**src/sv/bprrq_pkg.sv**
```systemverilog
// types and constants shared by the ready queue modules
`timescale 1ns / 1ps

package bprrq_pkg;

  localparam int Levels   = 32;
  localparam int Elements = 64;
  localparam int LevelW   = 5;
  localparam int ElemW    = 6;

  typedef logic [LevelW-1:0] level_t;
  typedef logic [ElemW-1:0]  elem_t;

  typedef enum logic [1:0] {
    ACT_ADD    = 2'd0,
    ACT_REMOVE = 2'd1,
    ACT_ROTATE = 2'd2,
    ACT_PEEK   = 2'd3
  } action_e;

  typedef enum logic [1:0] {
    ERR_OK          = 2'd0,
    ERR_QUEUED      = 2'd1,
    ERR_NOT_QUEUED  = 2'd2,
    ERR_LEVEL_EMPTY = 2'd3
  } err_e;

  typedef enum logic [3:0] {
    ST_IDLE,
    ST_CHECK,
    ST_ADD_T,
    ST_ADD_W1,
    ST_ADD_W2,
    ST_REM_LINK,
    ST_REM_W,
    ST_LVL_CUR,
    ST_ROT_W,
    ST_HI,
    ST_OUT
  } state_e;

  typedef struct packed {
    logic   next_we;
    elem_t  next_wa;
    elem_t  next_wd;
    elem_t  next_ra;
    logic   prev_we;
    elem_t  prev_wa;
    elem_t  prev_wd;
    elem_t  prev_ra;
    logic   lvl_we;
    elem_t  lvl_wa;
    level_t lvl_wd;
    elem_t  lvl_ra;
    logic   head_we;
    level_t head_wa;
    elem_t  head_wd;
    level_t head_ra;
    logic   cur_we;
    level_t cur_wa;
    elem_t  cur_wd;
    level_t cur_ra;
  } mem_req_t;

  typedef struct packed {
    elem_t  next_rd;
    elem_t  prev_rd;
    level_t lvl_rd;
    elem_t  head_rd;
    elem_t  cur_rd;
  } mem_rsp_t;

  typedef struct packed {
    logic   set;
    logic   clr;
    level_t lv;
  } map_req_t;

  typedef struct packed {
    logic [Levels-1:0] used;
    level_t            hi;
    logic              empty;
  } map_rsp_t;

endpackage

```
**src/sv/bprrq_in_if.sv**
```systemverilog
// request channel: action and operands
`timescale 1ns / 1ps

interface bprrq_in_if;
  import bprrq_pkg::*;

  logic   valid;
  logic   ready;
  logic [1:0] action;
  elem_t  element_id;
  level_t element_priority;
  level_t level;

  modport source (output valid, action, element_id, element_priority, level, input ready);
  modport sink (input valid, action, element_id, element_priority, level, output ready);
endinterface

```
**src/sv/bprrq_out_if.sv**
```systemverilog
// result channel: level cursor, highest element and status
`timescale 1ns / 1ps

interface bprrq_out_if;
  import bprrq_pkg::*;

  logic   valid;
  logic   ready;
  elem_t  level_element;
  logic   level_element_valid;
  elem_t  highest_element;
  level_t highest_level;
  logic   queue_empty;
  logic [1:0] error_code;

  modport source (output valid, level_element, level_element_valid, highest_element,
                  highest_level, queue_empty, error_code, input ready);
  modport sink (input valid, level_element, level_element_valid, highest_element,
                highest_level, queue_empty, error_code, output ready);
endinterface

```
**src/sv/bprrq_ram.sv**
```systemverilog
// simple dual-port memory with registered read
`timescale 1ns / 1ps

module bprrq_ram #(
  parameter int Width = 6,
  parameter int Depth = 64
) (
  input  logic                     clk_i,
  input  logic                     we_i,
  input  logic [$clog2(Depth)-1:0] waddr_i,
  input  logic [Width-1:0]         wdata_i,
  input  logic [$clog2(Depth)-1:0] raddr_i,
  output logic [Width-1:0]         rdata_o
);

  logic [Width-1:0] mem [Depth];
  logic [Width-1:0] rdata_q;

  always_ff @(posedge clk_i) begin
    if (we_i) begin
      mem[waddr_i] <= wdata_i;
    end
    rdata_q <= mem[raddr_i];
  end

  assign rdata_o = rdata_q;

endmodule

```
**src/sv/bprrq_lvlmap.sv**
```systemverilog
// used-level bitmap with highest-level priority encoder
`timescale 1ns / 1ps

module bprrq_lvlmap (
  input  logic                clk_i,
  input  logic                rst_ni,
  input  bprrq_pkg::map_req_t req_i,
  output bprrq_pkg::map_rsp_t rsp_o
);
  import bprrq_pkg::*;

  logic [Levels-1:0] used_q, used_d;
  level_t            hi;

  always_comb begin
    used_d = used_q;
    if (req_i.set) begin
      used_d[req_i.lv] = 1'b1;
    end
    if (req_i.clr) begin
      used_d[req_i.lv] = 1'b0;
    end
  end

  always_ff @(posedge clk_i or negedge rst_ni) begin
    if (!rst_ni) begin
      used_q <= '0;
    end else begin
      used_q <= used_d;
    end
  end

  always_comb begin
    hi = '0;
    for (int i = 0; i < Levels; i++) begin
      if (used_q[i]) begin
        hi = level_t'(i);
      end
    end
  end

  assign rsp_o.used  = used_q;
  assign rsp_o.hi    = hi;
  assign rsp_o.empty = (used_q == '0);

endmodule

```
**src/sv/bprrq_ctrl.sv**
```systemverilog
// sequencer: reads, modifies and writes back the link and level memories
`timescale 1ns / 1ps

module bprrq_ctrl (
  input  logic                clk_i,
  input  logic                rst_ni,
  bprrq_in_if.sink            in_i,
  bprrq_out_if.source         out_o,
  output bprrq_pkg::mem_req_t mem_req_o,
  input  bprrq_pkg::mem_rsp_t mem_rsp_i,
  output bprrq_pkg::map_req_t map_req_o,
  input  bprrq_pkg::map_rsp_t map_rsp_i
);
  import bprrq_pkg::*;

  state_e  state_q, state_d;
  action_e act_q, act_d;
  elem_t   id_q, id_d;
  level_t  prio_q, prio_d;
  level_t  lv_q, lv_d;
  elem_t   h_q, h_d;
  elem_t   t_q, t_d;
  elem_t   nx_q, nx_d;
  elem_t   pv_q, pv_d;
  level_t  rlv_q, rlv_d;
  elem_t   le_q, le_d;
  logic    lev_q, lev_d;
  err_e    err_q, err_d;
  logic [Elements-1:0] queued_q, queued_d;

  logic    out_valid_q, out_valid_d;
  elem_t   o_le_q, o_le_d;
  logic    o_lev_q, o_lev_d;
  elem_t   o_he_q, o_he_d;
  level_t  o_hl_q, o_hl_d;
  logic    o_emp_q, o_emp_d;
  err_e    o_err_q, o_err_d;

  always_comb begin
    state_d  = state_q;
    act_d    = act_q;
    id_d     = id_q;
    prio_d   = prio_q;
    lv_d     = lv_q;
    h_d      = h_q;
    t_d      = t_q;
    nx_d     = nx_q;
    pv_d     = pv_q;
    rlv_d    = rlv_q;
    le_d     = le_q;
    lev_d    = lev_q;
    err_d    = err_q;
    queued_d = queued_q;

    out_valid_d = out_valid_q && !out_o.ready;
    o_le_d  = o_le_q;
    o_lev_d = o_lev_q;
    o_he_d  = o_he_q;
    o_hl_d  = o_hl_q;
    o_emp_d = o_emp_q;
    o_err_d = o_err_q;

    mem_req_o = '0;
    mem_req_o.next_ra = id_q;
    mem_req_o.prev_ra = id_q;
    mem_req_o.lvl_ra  = id_q;
    mem_req_o.head_ra = prio_q;
    mem_req_o.cur_ra  = lv_q;
    map_req_o = '0;

    unique case (state_q)
      ST_IDLE: begin
        if (in_i.valid) begin
          act_d   = action_e'(in_i.action);
          id_d    = in_i.element_id;
          prio_d  = in_i.element_priority;
          lv_d    = in_i.level;
          le_d    = '0;
          lev_d   = 1'b0;
          err_d   = ERR_OK;
          state_d = ST_CHECK;
        end
      end
      ST_CHECK: begin
        unique case (act_q)
          ACT_ADD: begin
            if (queued_q[id_q]) begin
              err_d   = ERR_QUEUED;
              state_d = ST_HI;
            end else if (!map_rsp_i.used[prio_q]) begin
              mem_req_o.head_we = 1'b1;
              mem_req_o.head_wa = prio_q;
              mem_req_o.head_wd = id_q;
              mem_req_o.cur_we  = 1'b1;
              mem_req_o.cur_wa  = prio_q;
              mem_req_o.cur_wd  = id_q;
              mem_req_o.next_we = 1'b1;
              mem_req_o.next_wa = id_q;
              mem_req_o.next_wd = id_q;
              mem_req_o.prev_we = 1'b1;
              mem_req_o.prev_wa = id_q;
              mem_req_o.prev_wd = id_q;
              mem_req_o.lvl_we  = 1'b1;
              mem_req_o.lvl_wa  = id_q;
              mem_req_o.lvl_wd  = prio_q;
              map_req_o.set     = 1'b1;
              map_req_o.lv      = prio_q;
              queued_d[id_q]    = 1'b1;
              state_d           = ST_HI;
            end else begin
              mem_req_o.head_ra = prio_q;
              state_d           = ST_ADD_T;
            end
          end
          ACT_REMOVE: begin
            if (!queued_q[id_q]) begin
              err_d   = ERR_NOT_QUEUED;
              state_d = ST_HI;
            end else begin
              state_d = ST_REM_LINK;
            end
          end
          ACT_ROTATE, ACT_PEEK: begin
            if (!map_rsp_i.used[lv_q]) begin
              err_d   = ERR_LEVEL_EMPTY;
              state_d = ST_HI;
            end else begin
              mem_req_o.cur_ra = lv_q;
              state_d          = ST_LVL_CUR;
            end
          end
          default: state_d = ST_HI;
        endcase
      end
      ST_ADD_T: begin
        h_d               = mem_rsp_i.head_rd;
        mem_req_o.prev_ra = mem_rsp_i.head_rd;
        state_d           = ST_ADD_W1;
      end
      ST_ADD_W1: begin
        t_d               = mem_rsp_i.prev_rd;
        mem_req_o.next_we = 1'b1;
        mem_req_o.next_wa = id_q;
        mem_req_o.next_wd = h_q;
        mem_req_o.prev_we = 1'b1;
        mem_req_o.prev_wa = id_q;
        mem_req_o.prev_wd = mem_rsp_i.prev_rd;
        mem_req_o.lvl_we  = 1'b1;
        mem_req_o.lvl_wa  = id_q;
        mem_req_o.lvl_wd  = prio_q;
        state_d           = ST_ADD_W2;
      end
      ST_ADD_W2: begin
        mem_req_o.next_we = 1'b1;
        mem_req_o.next_wa = t_q;
        mem_req_o.next_wd = id_q;
        mem_req_o.prev_we = 1'b1;
        mem_req_o.prev_wa = h_q;
        mem_req_o.prev_wd = id_q;
        queued_d[id_q]    = 1'b1;
        state_d           = ST_HI;
      end
      ST_REM_LINK: begin
        nx_d  = mem_rsp_i.next_rd;
        pv_d  = mem_rsp_i.prev_rd;
        rlv_d = mem_rsp_i.lvl_rd;
        if (mem_rsp_i.next_rd == id_q) begin
          map_req_o.clr  = 1'b1;
          map_req_o.lv   = mem_rsp_i.lvl_rd;
          queued_d[id_q] = 1'b0;
          state_d        = ST_HI;
        end else begin
          mem_req_o.head_ra = mem_rsp_i.lvl_rd;
          mem_req_o.cur_ra  = mem_rsp_i.lvl_rd;
          state_d           = ST_REM_W;
        end
      end
      ST_REM_W: begin
        if (mem_rsp_i.head_rd == id_q) begin
          mem_req_o.head_we = 1'b1;
          mem_req_o.head_wa = rlv_q;
          mem_req_o.head_wd = nx_q;
        end
        if (mem_rsp_i.cur_rd == id_q) begin
          mem_req_o.cur_we = 1'b1;
          mem_req_o.cur_wa = rlv_q;
          mem_req_o.cur_wd = nx_q;
        end
        mem_req_o.prev_we = 1'b1;
        mem_req_o.prev_wa = nx_q;
        mem_req_o.prev_wd = pv_q;
        mem_req_o.next_we = 1'b1;
        mem_req_o.next_wa = pv_q;
        mem_req_o.next_wd = nx_q;
        queued_d[id_q]    = 1'b0;
        state_d           = ST_HI;
      end
      ST_LVL_CUR: begin
        if (act_q == ACT_PEEK) begin
          le_d    = mem_rsp_i.cur_rd;
          lev_d   = 1'b1;
          state_d = ST_HI;
        end else begin
          mem_req_o.next_ra = mem_rsp_i.cur_rd;
          state_d           = ST_ROT_W;
        end
      end
      ST_ROT_W: begin
        mem_req_o.cur_we = 1'b1;
        mem_req_o.cur_wa = lv_q;
        mem_req_o.cur_wd = mem_rsp_i.next_rd;
        le_d             = mem_rsp_i.next_rd;
        lev_d            = 1'b1;
        state_d          = ST_HI;
      end
      ST_HI: begin
        mem_req_o.cur_ra = map_rsp_i.hi;
        state_d          = ST_OUT;
      end
      ST_OUT: begin
        mem_req_o.cur_ra = map_rsp_i.hi;
        if (!out_valid_q || out_o.ready) begin
          out_valid_d = 1'b1;
          o_le_d      = le_q;
          o_lev_d     = lev_q;
          o_he_d      = map_rsp_i.empty ? '0 : mem_rsp_i.cur_rd;
          o_hl_d      = map_rsp_i.hi;
          o_emp_d     = map_rsp_i.empty;
          o_err_d     = err_q;
          state_d     = ST_IDLE;
        end
      end
      default: state_d = ST_IDLE;
    endcase
  end

  always_ff @(posedge clk_i or negedge rst_ni) begin
    if (!rst_ni) begin
      state_q     <= ST_IDLE;
      queued_q    <= '0;
      out_valid_q <= 1'b0;
    end else begin
      state_q     <= state_d;
      queued_q    <= queued_d;
      out_valid_q <= out_valid_d;
    end
  end

  always_ff @(posedge clk_i) begin
    act_q   <= act_d;
    id_q    <= id_d;
    prio_q  <= prio_d;
    lv_q    <= lv_d;
    h_q     <= h_d;
    t_q     <= t_d;
    nx_q    <= nx_d;
    pv_q    <= pv_d;
    rlv_q   <= rlv_d;
    le_q    <= le_d;
    lev_q   <= lev_d;
    err_q   <= err_d;
    o_le_q  <= o_le_d;
    o_lev_q <= o_lev_d;
    o_he_q  <= o_he_d;
    o_hl_q  <= o_hl_d;
    o_emp_q <= o_emp_d;
    o_err_q <= o_err_d;
  end

  assign in_i.ready                = (state_q == ST_IDLE);
  assign out_o.valid               = out_valid_q;
  assign out_o.level_element       = o_le_q;
  assign out_o.level_element_valid = o_lev_q;
  assign out_o.highest_element     = o_he_q;
  assign out_o.highest_level       = o_hl_q;
  assign out_o.queue_empty         = o_emp_q;
  assign out_o.error_code          = o_err_q;

endmodule

```
**src/sv/bitmap_priority_round_robin_queue.sv**
```systemverilog
// ready queue top level: sequencer, level bitmap and link memories
// usage:
//   in_i carries one action per beat: add, remove, rotate a level cursor or
//   peek at a level cursor, with element id, priority and level operands.
//   out_o returns one beat per action: the level cursor for rotate and peek,
//   the highest used level and its cursor element, an empty flag and an
//   error code.
// timing:
//   after the request is accepted the sequencer steps through a check, the
//   read, modify and write-back steps of the action on the link memories,
//   a highest-level lookup and the output step that registers the result;
//   it then returns to idle and takes the next request, so a new request
//   is not taken until the current one has been through all of its steps.
//   in_i.ready is high only while the sequencer is idle.
// reset:
//   clears the queued flags, the level bitmap and the output valid; link and
//   level memories are not cleared and are only read for queued entries.
// stall:
//   a held result stays on out_o; the next request is still accepted and
//   waits in its final step until the output register is free.
`timescale 1ns / 1ps

module bitmap_priority_round_robin_queue (
  input  logic        clk_i,
  input  logic        rst_ni,
  bprrq_in_if.sink    in_i,
  bprrq_out_if.source out_o
);
  import bprrq_pkg::*;

  mem_req_t mem_req;
  mem_rsp_t mem_rsp;
  map_req_t map_req;
  map_rsp_t map_rsp;

  bprrq_ctrl u_ctrl (
    .clk_i     (clk_i),
    .rst_ni    (rst_ni),
    .in_i      (in_i),
    .out_o     (out_o),
    .mem_req_o (mem_req),
    .mem_rsp_i (mem_rsp),
    .map_req_o (map_req),
    .map_rsp_i (map_rsp)
  );

  bprrq_lvlmap u_lvlmap (
    .clk_i  (clk_i),
    .rst_ni (rst_ni),
    .req_i  (map_req),
    .rsp_o  (map_rsp)
  );

  bprrq_ram #(.Width(ElemW), .Depth(Elements)) u_next_ram (
    .clk_i   (clk_i),
    .we_i    (mem_req.next_we),
    .waddr_i (mem_req.next_wa),
    .wdata_i (mem_req.next_wd),
    .raddr_i (mem_req.next_ra),
    .rdata_o (mem_rsp.next_rd)
  );

  bprrq_ram #(.Width(ElemW), .Depth(Elements)) u_prev_ram (
    .clk_i   (clk_i),
    .we_i    (mem_req.prev_we),
    .waddr_i (mem_req.prev_wa),
    .wdata_i (mem_req.prev_wd),
    .raddr_i (mem_req.prev_ra),
    .rdata_o (mem_rsp.prev_rd)
  );

  bprrq_ram #(.Width(LevelW), .Depth(Elements)) u_lvl_ram (
    .clk_i   (clk_i),
    .we_i    (mem_req.lvl_we),
    .waddr_i (mem_req.lvl_wa),
    .wdata_i (mem_req.lvl_wd),
    .raddr_i (mem_req.lvl_ra),
    .rdata_o (mem_rsp.lvl_rd)
  );

  bprrq_ram #(.Width(ElemW), .Depth(Levels)) u_head_ram (
    .clk_i   (clk_i),
    .we_i    (mem_req.head_we),
    .waddr_i (mem_req.head_wa),
    .wdata_i (mem_req.head_wd),
    .raddr_i (mem_req.head_ra),
    .rdata_o (mem_rsp.head_rd)
  );

  bprrq_ram #(.Width(ElemW), .Depth(Levels)) u_cur_ram (
    .clk_i   (clk_i),
    .we_i    (mem_req.cur_we),
    .waddr_i (mem_req.cur_wa),
    .wdata_i (mem_req.cur_wd),
    .raddr_i (mem_req.cur_ra),
    .rdata_o (mem_rsp.cur_rd)
  );

  a_accept_busy: assert property (@(posedge clk_i) disable iff (!rst_ni)
    in_i.valid && in_i.ready |=> !in_i.ready)
    else $error("request accepted while an action is in progress");

  a_empty_zero: assert property (@(posedge clk_i) disable iff (!rst_ni)
    out_o.valid && out_o.queue_empty |-> out_o.highest_level == '0 &&
                                         out_o.highest_element == '0)
    else $error("empty queue reports a highest element");

  a_level_ok: assert property (@(posedge clk_i) disable iff (!rst_ni)
    out_o.valid && out_o.level_element_valid |-> out_o.error_code == ERR_OK)
    else $error("valid level element with error code");

  a_empty_bitmap: assert property (@(posedge clk_i) disable iff (!rst_ni)
    map_req.set |=> !map_rsp.empty)
    else $error("level bitmap empty after a level was marked used");

endmodule
```
**src/flat_wrapper.sv**
```systemverilog
// flat-port wrapper written by rule: the top's interface ports become plain ports
module bitmap_priority_round_robin_queue_flat import bprrq_pkg::*;
  (clk_i, rst_ni, in_i_valid, in_i_action, in_i_element_id, in_i_element_priority, in_i_level, in_i_ready, out_o_valid, out_o_level_element, out_o_level_element_valid, out_o_highest_element, out_o_highest_level, out_o_queue_empty, out_o_error_code, out_o_ready);
  bprrq_in_if in_i_i ();
  bprrq_out_if out_o_i ();
  input  logic clk_i;
  input  logic rst_ni;
  input wire logic [$bits(in_i_i.valid)-1:0] in_i_valid;
  input wire logic [$bits(in_i_i.action)-1:0] in_i_action;
  input wire logic [$bits(in_i_i.element_id)-1:0] in_i_element_id;
  input wire logic [$bits(in_i_i.element_priority)-1:0] in_i_element_priority;
  input wire logic [$bits(in_i_i.level)-1:0] in_i_level;
  output wire logic [$bits(in_i_i.ready)-1:0] in_i_ready;
  output wire logic [$bits(out_o_i.valid)-1:0] out_o_valid;
  output wire logic [$bits(out_o_i.level_element)-1:0] out_o_level_element;
  output wire logic [$bits(out_o_i.level_element_valid)-1:0] out_o_level_element_valid;
  output wire logic [$bits(out_o_i.highest_element)-1:0] out_o_highest_element;
  output wire logic [$bits(out_o_i.highest_level)-1:0] out_o_highest_level;
  output wire logic [$bits(out_o_i.queue_empty)-1:0] out_o_queue_empty;
  output wire logic [$bits(out_o_i.error_code)-1:0] out_o_error_code;
  input wire logic [$bits(out_o_i.ready)-1:0] out_o_ready;
  assign in_i_i.valid = in_i_valid;
  assign in_i_i.action = in_i_action;
  assign in_i_i.element_id = in_i_element_id;
  assign in_i_i.element_priority = in_i_element_priority;
  assign in_i_i.level = in_i_level;
  assign in_i_ready = in_i_i.ready;
  assign out_o_valid = out_o_i.valid;
  assign out_o_level_element = out_o_i.level_element;
  assign out_o_level_element_valid = out_o_i.level_element_valid;
  assign out_o_highest_element = out_o_i.highest_element;
  assign out_o_highest_level = out_o_i.highest_level;
  assign out_o_queue_empty = out_o_i.queue_empty;
  assign out_o_error_code = out_o_i.error_code;
  assign out_o_i.ready = out_o_ready;
  bitmap_priority_round_robin_queue u_core (.clk_i(clk_i), .rst_ni(rst_ni), .in_i(in_i_i), .out_o(out_o_i));
endmodule
```
**config.mk**
```make
export PLATFORM = sky130hd
export DESIGN_NAME = bitmap_priority_round_robin_queue_flat
export DESIGN_NICKNAME = d
export VERILOG_FILES = /design/src/sv/bprrq_pkg.sv /design/src/sv/bprrq_in_if.sv /design/src/sv/bprrq_out_if.sv /design/src/sv/bprrq_ram.sv /design/src/sv/bprrq_lvlmap.sv /design/src/sv/bprrq_ctrl.sv /design/src/sv/bitmap_priority_round_robin_queue.sv /design/src/flat_wrapper.sv
export SDC_FILE = /design/constraint.sdc
export NUM_CORES = 2
export LEC_CHECK = 0
export ABC_AREA = 0
export BUFFER_PORTS_ARGS = -buffer_cell sky130_fd_sc_hd__buf_4
export CAP_MARGIN = 40
export CELL_PAD_IN_SITES_DETAIL_PLACEMENT = 0
export CELL_PAD_IN_SITES_GLOBAL_PLACEMENT = 1
export CORE_UTILIZATION = 59
export CTS_CLUSTER_DIAMETER = 80
export CTS_CLUSTER_SIZE = 24
export DETAILED_ROUTE_END_ITERATION = 16
export GPL_TIMING_DRIVEN = 0
export HOLD_SLACK_MARGIN = 0.03
export PLACE_DENSITY_LB_ADDON = 0.25
export SETUP_SLACK_MARGIN = 0.2
export SYNTH_ARGS = -nofsm -noshare
export SYNTH_HDL_FRONTEND = slang
export SYNTH_SLANG_ARGS = --single-unit
export TNS_END_PERCENT = 1
```
**constraint.sdc**
```tcl
create_clock -name clk_i -period 9.55 [get_ports clk_i]
set_input_delay 0.955 -clock clk_i [delete_from_list [all_inputs] [get_ports clk_i]]
set_output_delay 0.955 -clock clk_i [all_outputs]
set_load 0.01 [all_outputs]
```
# After elaboration in Yosys (flattened, before gate mapping)
# Memories as Yosys holds them, arrays and structs flattened. A register that Yosys moved wholly into a read port is not among the register bits.
# Cells that the tools add are included.
# word_totals
inputBits	22
mem_bits_rw	1472
elab_cells	201
mem_count	5
regBits	178
# memory_table
name	depth	width	rd	rd_ports_with_merged_regs	wr	line	text
u_core.u_next_ram.mem	64	6	1	1	1	bprrq_ram.sv:16	logic [Width-1:0] mem [Depth];
u_core.u_prev_ram.mem	64	6	1	1	1	bprrq_ram.sv:16	
u_core.u_lvl_ram.mem	64	5	1	1	1	bprrq_ram.sv:16	
u_core.u_cur_ram.mem	32	6	1	1	1	bprrq_ram.sv:16	
u_core.u_head_ram.mem	32	6	1	1	1	bprrq_ram.sv:16	
# op_classes
n_eq_ne	26
n_lt_le_gt_ge	6
muxes	115
n_bitwise	6
reduce_logical	21
# ops
op	count
two-way mux 64 bit	4
case mux 64 bit (4 select lines)	1
two-way mux 5 bit	35
case mux 13 bit (4 select lines)	2
two-way mux 12 bit	6
AND 64 bit	1
two-way mux 32 bit	2
NOT 64 bit	1
OR 64 bit	1
two-way mux 29 bit	2
case mux 12 bit (2 select lines)	2
two-way mux 13 bit	3
two-way mux 6 bit	6
case mux 12 bit (3 select lines)	1
case mux 4 bit (9 select lines)	1
AND 32 bit	1
logical NOT 32 bit	1
NOT 32 bit	1
OR 32 bit	1
case mux 5 bit (2 select lines)	3
two-way mux 4 bit	7
two-way mux 1 bit	26
equality test 6 bit	3
< comparator 5 x 6 -> 1 bit, second input constant	3
35 further kinds	60

# Logic depth before layout (Yosys ltp)
# logic_depth
ltp_word	32
depth_mapped	14

# Cells and area by module
# Synthesis repeated with hierarchy kept, for this count alone.
# unflattened
cells_unflattened	3647
area_unflattened_um2	68319.3
# modules_own_cells
module	n_inst	cells_per_inst	area_per_inst_um2
bprrq_ram at u_core.u_next_ram ...	2	720	15225.9
bprrq_ram at u_core.u_cur_ram ...	2	323	7589.8
bprrq_ram at u_core.u_lvl_ram	1	610	12768.5
bprrq_ctrl	1	760	8274.2
bprrq_lvlmap	1	191	1645.3

# Least setup slack after synthesis
# No wires, ideal clock.
# synth_timing
kind	register to register
from	reg u_core.u_ctrl.id_q[2]
to	mem u_core.u_lvl_ram.mem[0][1] (netlist name), data pin
period_less_slack_ps	4448
path_buffers	4
required_ps	9050
arrival_time_ps	3948
path_stages_with_launch	12
path_slack_ps	5102
cell_sequence	edfxtp_1 > buf_6 > buf_6 > mux2_1 > a221o_1 > a22o_1 > a21boi_1 > and4_1 > clkbuf_1 > nor2_1 > clkbuf_1 > nor2_1
# synth_lines
item	line	text
from (decl)	bprrq_ctrl.sv:18	elem_t id_q, id_d;
from (signal assigned)	bprrq_ctrl.sv:251	id_q <= id_d;
to (decl)	bprrq_ram.sv:16	

# Final worst setup path
# layout_timing
from	reg u_core.u_ctrl.prio_q[0]
to	mem u_core.u_next_ram.mem[28][1] (enable)
# layout_via
elab_chain_len	8
# layout_rtl
item	line	text
from (decl)	bprrq_ctrl.sv:19	level_t prio_q, prio_d;
from (signal assigned)	bprrq_ctrl.sv:252	prio_q <= prio_d;
binary-select mux 1 bit (select 5 bit) *	bprrq_ctrl.sv:90	end else if (!map_rsp_i.used[prio_q]) begin
two-way mux 1 bit (not written as such) *	bprrq_ctrl.sv:90	
two-way mux 13 bit *	bprrq_ctrl.sv:90	
two-way mux 13 bit *	bprrq_ctrl.sv:87	if (queued_q[id_q]) begin
two-way mux 13 bit *	bprrq_ctrl.sv:85	unique case (act_q)
case mux 13 bit (4 select lines) *	bprrq_ctrl.sv:71	unique case (state_q)
two-way mux 1 bit	bprrq_ram.sv:20	if (we_i) begin
two-way mux 1 bit (not written as such)	bprrq_ram.sv:21	mem[waddr_i] <= wdata_i;
to (decl)	bprrq_ram.sv:16	
# Every way passes the cells marked *; elsewhere a longest branch is shown, timed or not. The select of a mux whose other input is x is not followed.

==> metrics <==
Worst EP required between 9 and 10 ns; syn_area_per_cell between 15 and 20 sq um; GPL Wtd Cong roughly 0.96; GRT Total Usage ~30%; syn_nets 4047; Crit path max-delay family simple AND/OR/NAND/NOR gates; hpwl dp 120600 um; CP Cell Sequence buf_2 > mux4_2 > mux2i_1 > o22ai_1 > and3b_1 > nand4_1 > buf_2 > buf_2 > a21oi_1 > nand4_1 > nor2_1; first-pass GRT wire length approximately 250000 um; TritonCTS buffer count 82; Iter 0 DRT Violations 4900; Max Freq between 150 and 200 MHz; clock-pin slew on the worst setup and hold paths 0.10 ns; # IOs 45; NetSw approximately 5.3 mW; Clock Path Buffers 3; Horiz. Die Dim between 300 and 400 um; CP max stage delay 0.77 ns; Finish-stage setup viols 0; clock power share 22.8%; hold buffers post-CTS 0; Worst Hold Class input port to async pin; Sink Count about 1700; Worst Path Arrival a little under 6 ns; worst path buffer plus inverter count 3; initial antenna violation count 5; Vias between 30000 and 40000; ANT nets after route 0; CTS H-tree lvls 3; combinational power share around a quarter; Core Rows between 100 and 150; Seq cells post-synth ~1700; Final Cycle Share 58.47%; number of flops mapped to enable cells by yosys 1549; status completed; Slew headroom a little over a quarter; fraction of power spent switching nets a little under a third; Async SR Flop Fraction roughly 6.0%; die area between 100000 and 150000 sq um; total gr overflow 0; maximum fanout along the worst path 10; final setup TNS 0 ns; crit start category flop; pin count of the biggest net entering global routing 57; Cell variety after synth 88; Fin. Hold Viols 0; CP most frequent cell buf_2; Root Buffer clkbuf_16; most frequent cells in the layout 1549 x edfxtp_1, 337 x nor2_1, 293 x nand2_1; Layout area overhead 8.680%; Layout Nets between 4000 and 5000; placed cell area roughly 72000 sq um; CTS resizes 0; sequential fraction of the synthesis area around 73%; Seq pwr share between 50% and 60%; PwrDens between 200 and 250 nW/um^2; number of global-route vias before repair 37830; worst slew pin tran 1.100 ns; commonest non-fill, non-tap cell in the layout edfxtp_1; Syn Inst Count ~4000; synthesized area 68080 sq um; Design Power roughly 17 mW; postcts setup bufs 0; clock latency on the worst-skew pair between 0.7 and 0.8 ns; FF-to-FF setup slack 3.97 ns; warnings from Yosys 0; Vias/cell roughly 6.7; Period minus WS final between 5 and 6 ns; input/output buffers 44; Starting Density between 50% and 60%; Avg WL per Cell 29.29 um; core area approximately 110000 sq um; share of layout cells above drive strength 1 15.98%; hold slack 0.2516 ns; final wirelength 170600 um; crit path capture type flop; area leader, netlist edfxtp_1; worst clock skew around 0.034 ns; Cell Int Power approximately 12 mW; MaxCap Viol Count 0; final core utilization 64.71%; CTS tree done; RSZ-0062 raised after global routing no; Post-synth top flop edfxtp_1; Die Ht about 340 um; post-route cell area roughly 74000 sq um; share of the synthesized area in the top cell type around 68%; synth top area cells edfxtp_1 68%, mux4_2 8.4%, dfrtp_1 3.7%; drt pass-1 iters 8; detailed-route DRC error count 0; worst vdd ir 0.0001419 V; CP max-delay cell nor2_1; fill cell count around 7900; CP Class flop to flop; max-slew violation count 0; leakage roughly 24 nW
==> sequential cells by signal (all words and copies together), names as in the netlist, 32 cells and up, named ones only <==
register,cells
u_core.u_lvl_ram.mem,320
u_core.u_prev_ram.mem,384
u_core.u_head_ram.mem,192
u_core.u_cur_ram.mem,192
u_core.u_next_ram.mem,384
u_core.u_lvlmap.used_q,32
==> layer usage <==
layer,share of wire (%),global-route usage [%],up-vias
met4,3.8,10.16,0
met5,0,0,-
met3,8.9,4.700,344
met2,47,45.40,2144
met1,41,42.78,19850
li1,-,-,16590
==> metrics by stage <==
step / setup WS (ns) / std cells
2_1_floorplan: 5.102 / 4025
3_3_place_gp: 2.082 / 5581
3_5_place_dp: 4.104 / 5678
4_1_cts: 4.071 / 5820
5_1_grt: 3.752 / 5823
6_report: 3.967 / 5825
==> layout make-up <==
type | count | area [sq um] | share of cell area, %
Multi-Input combinational cell | 2095 | 17410 | 23.53
Timing Repair Buffer | 144 | 1501 | 2.029
Antenna cell | 2 | 5.005 | 0.006764
Inverter | 21 | 78.83 | 0.1065
Clock buffer | 126 | 2237 | 3.024
Clock inverter | 16 | 175.2 | 0.2367
Tap cell | 1512 | 1892 | 2.557
Buffer | 230 | 1071 | 1.448
Sequential cell | 1679 | 49620 | 67.07
==> cells in the mapped netlist (10+ instances only) <==
library cell	n
edfxtp_1	1549
nor2_1	339
nand2_1	298
mux4_2	253
mux2i_1	161
nand3_1	147
clkbuf_1	145
a22oi_1	143
dfrtp_1	101
a21oi_1	93
mux2_2	63
a221oi_1	61
a31oi_1	57
a22o_1	47
buf_2	42
o21ai_0	36
nand4_1	34
dfxtp_1	29
nor3_1	26
nor4_1	23
o211ai_1	21
and2_1	20
inv_1	20
buf_1	19
mux2_1	17
o221ai_1	17
nor2b_1	15
nand2b_1	14
a21o_1	11
buf_4	11
nand3b_1	11
xnor2_1	11
a32oi_1	10
buf_6	10
==> power groups by stage <==
stage	clock, mW	sequential [mW]	combinational (mW)
2_1_floorplan	0	9.08	2.63
3_3_place_gp	0	9.21	3.98
3_5_place_dp	0	9.14	4.26
4_1_cts	3.96	8.98	4.27
5_1_grt	4.18	9.01	4.54
6_report	3.94	8.99	4.31
==> worst paths after layout <==
kind / from / to / cells after the start
max in group asynchronous: rst_ni / u_core.u_lvlmap.used_q[0] / 2
setup / recovery: u_core.u_ctrl.prio_q[0] / u_core.u_next_ram.mem[28][1] / 11
hold reg to reg: u_core.u_ctrl.lev_q / u_core.u_ctrl.out_o.level_element_valid / 0
hold / removal: rst_ni / async pin / 1
min in group clk_i: in_i_level[3] / u_core.u_ctrl.lv_q[3] / 1
setup reg to reg: u_core.u_ctrl.prio_q[0] / u_core.u_next_ram.mem[28][1] / 11
==> logic make-up after synthesis <==
logic type	after synthesis	share of synthesized area, %
AOI/OAI and AO/OA	588	6.317
xor gates and xnor gates	19	0.2444
buffers and inverters	251	1.689
DFF	1679	72.89
muxes	495	12.08
and+or+nand+nor	993	6.782
Note: power is estimated with default switching activity, not from simulation.
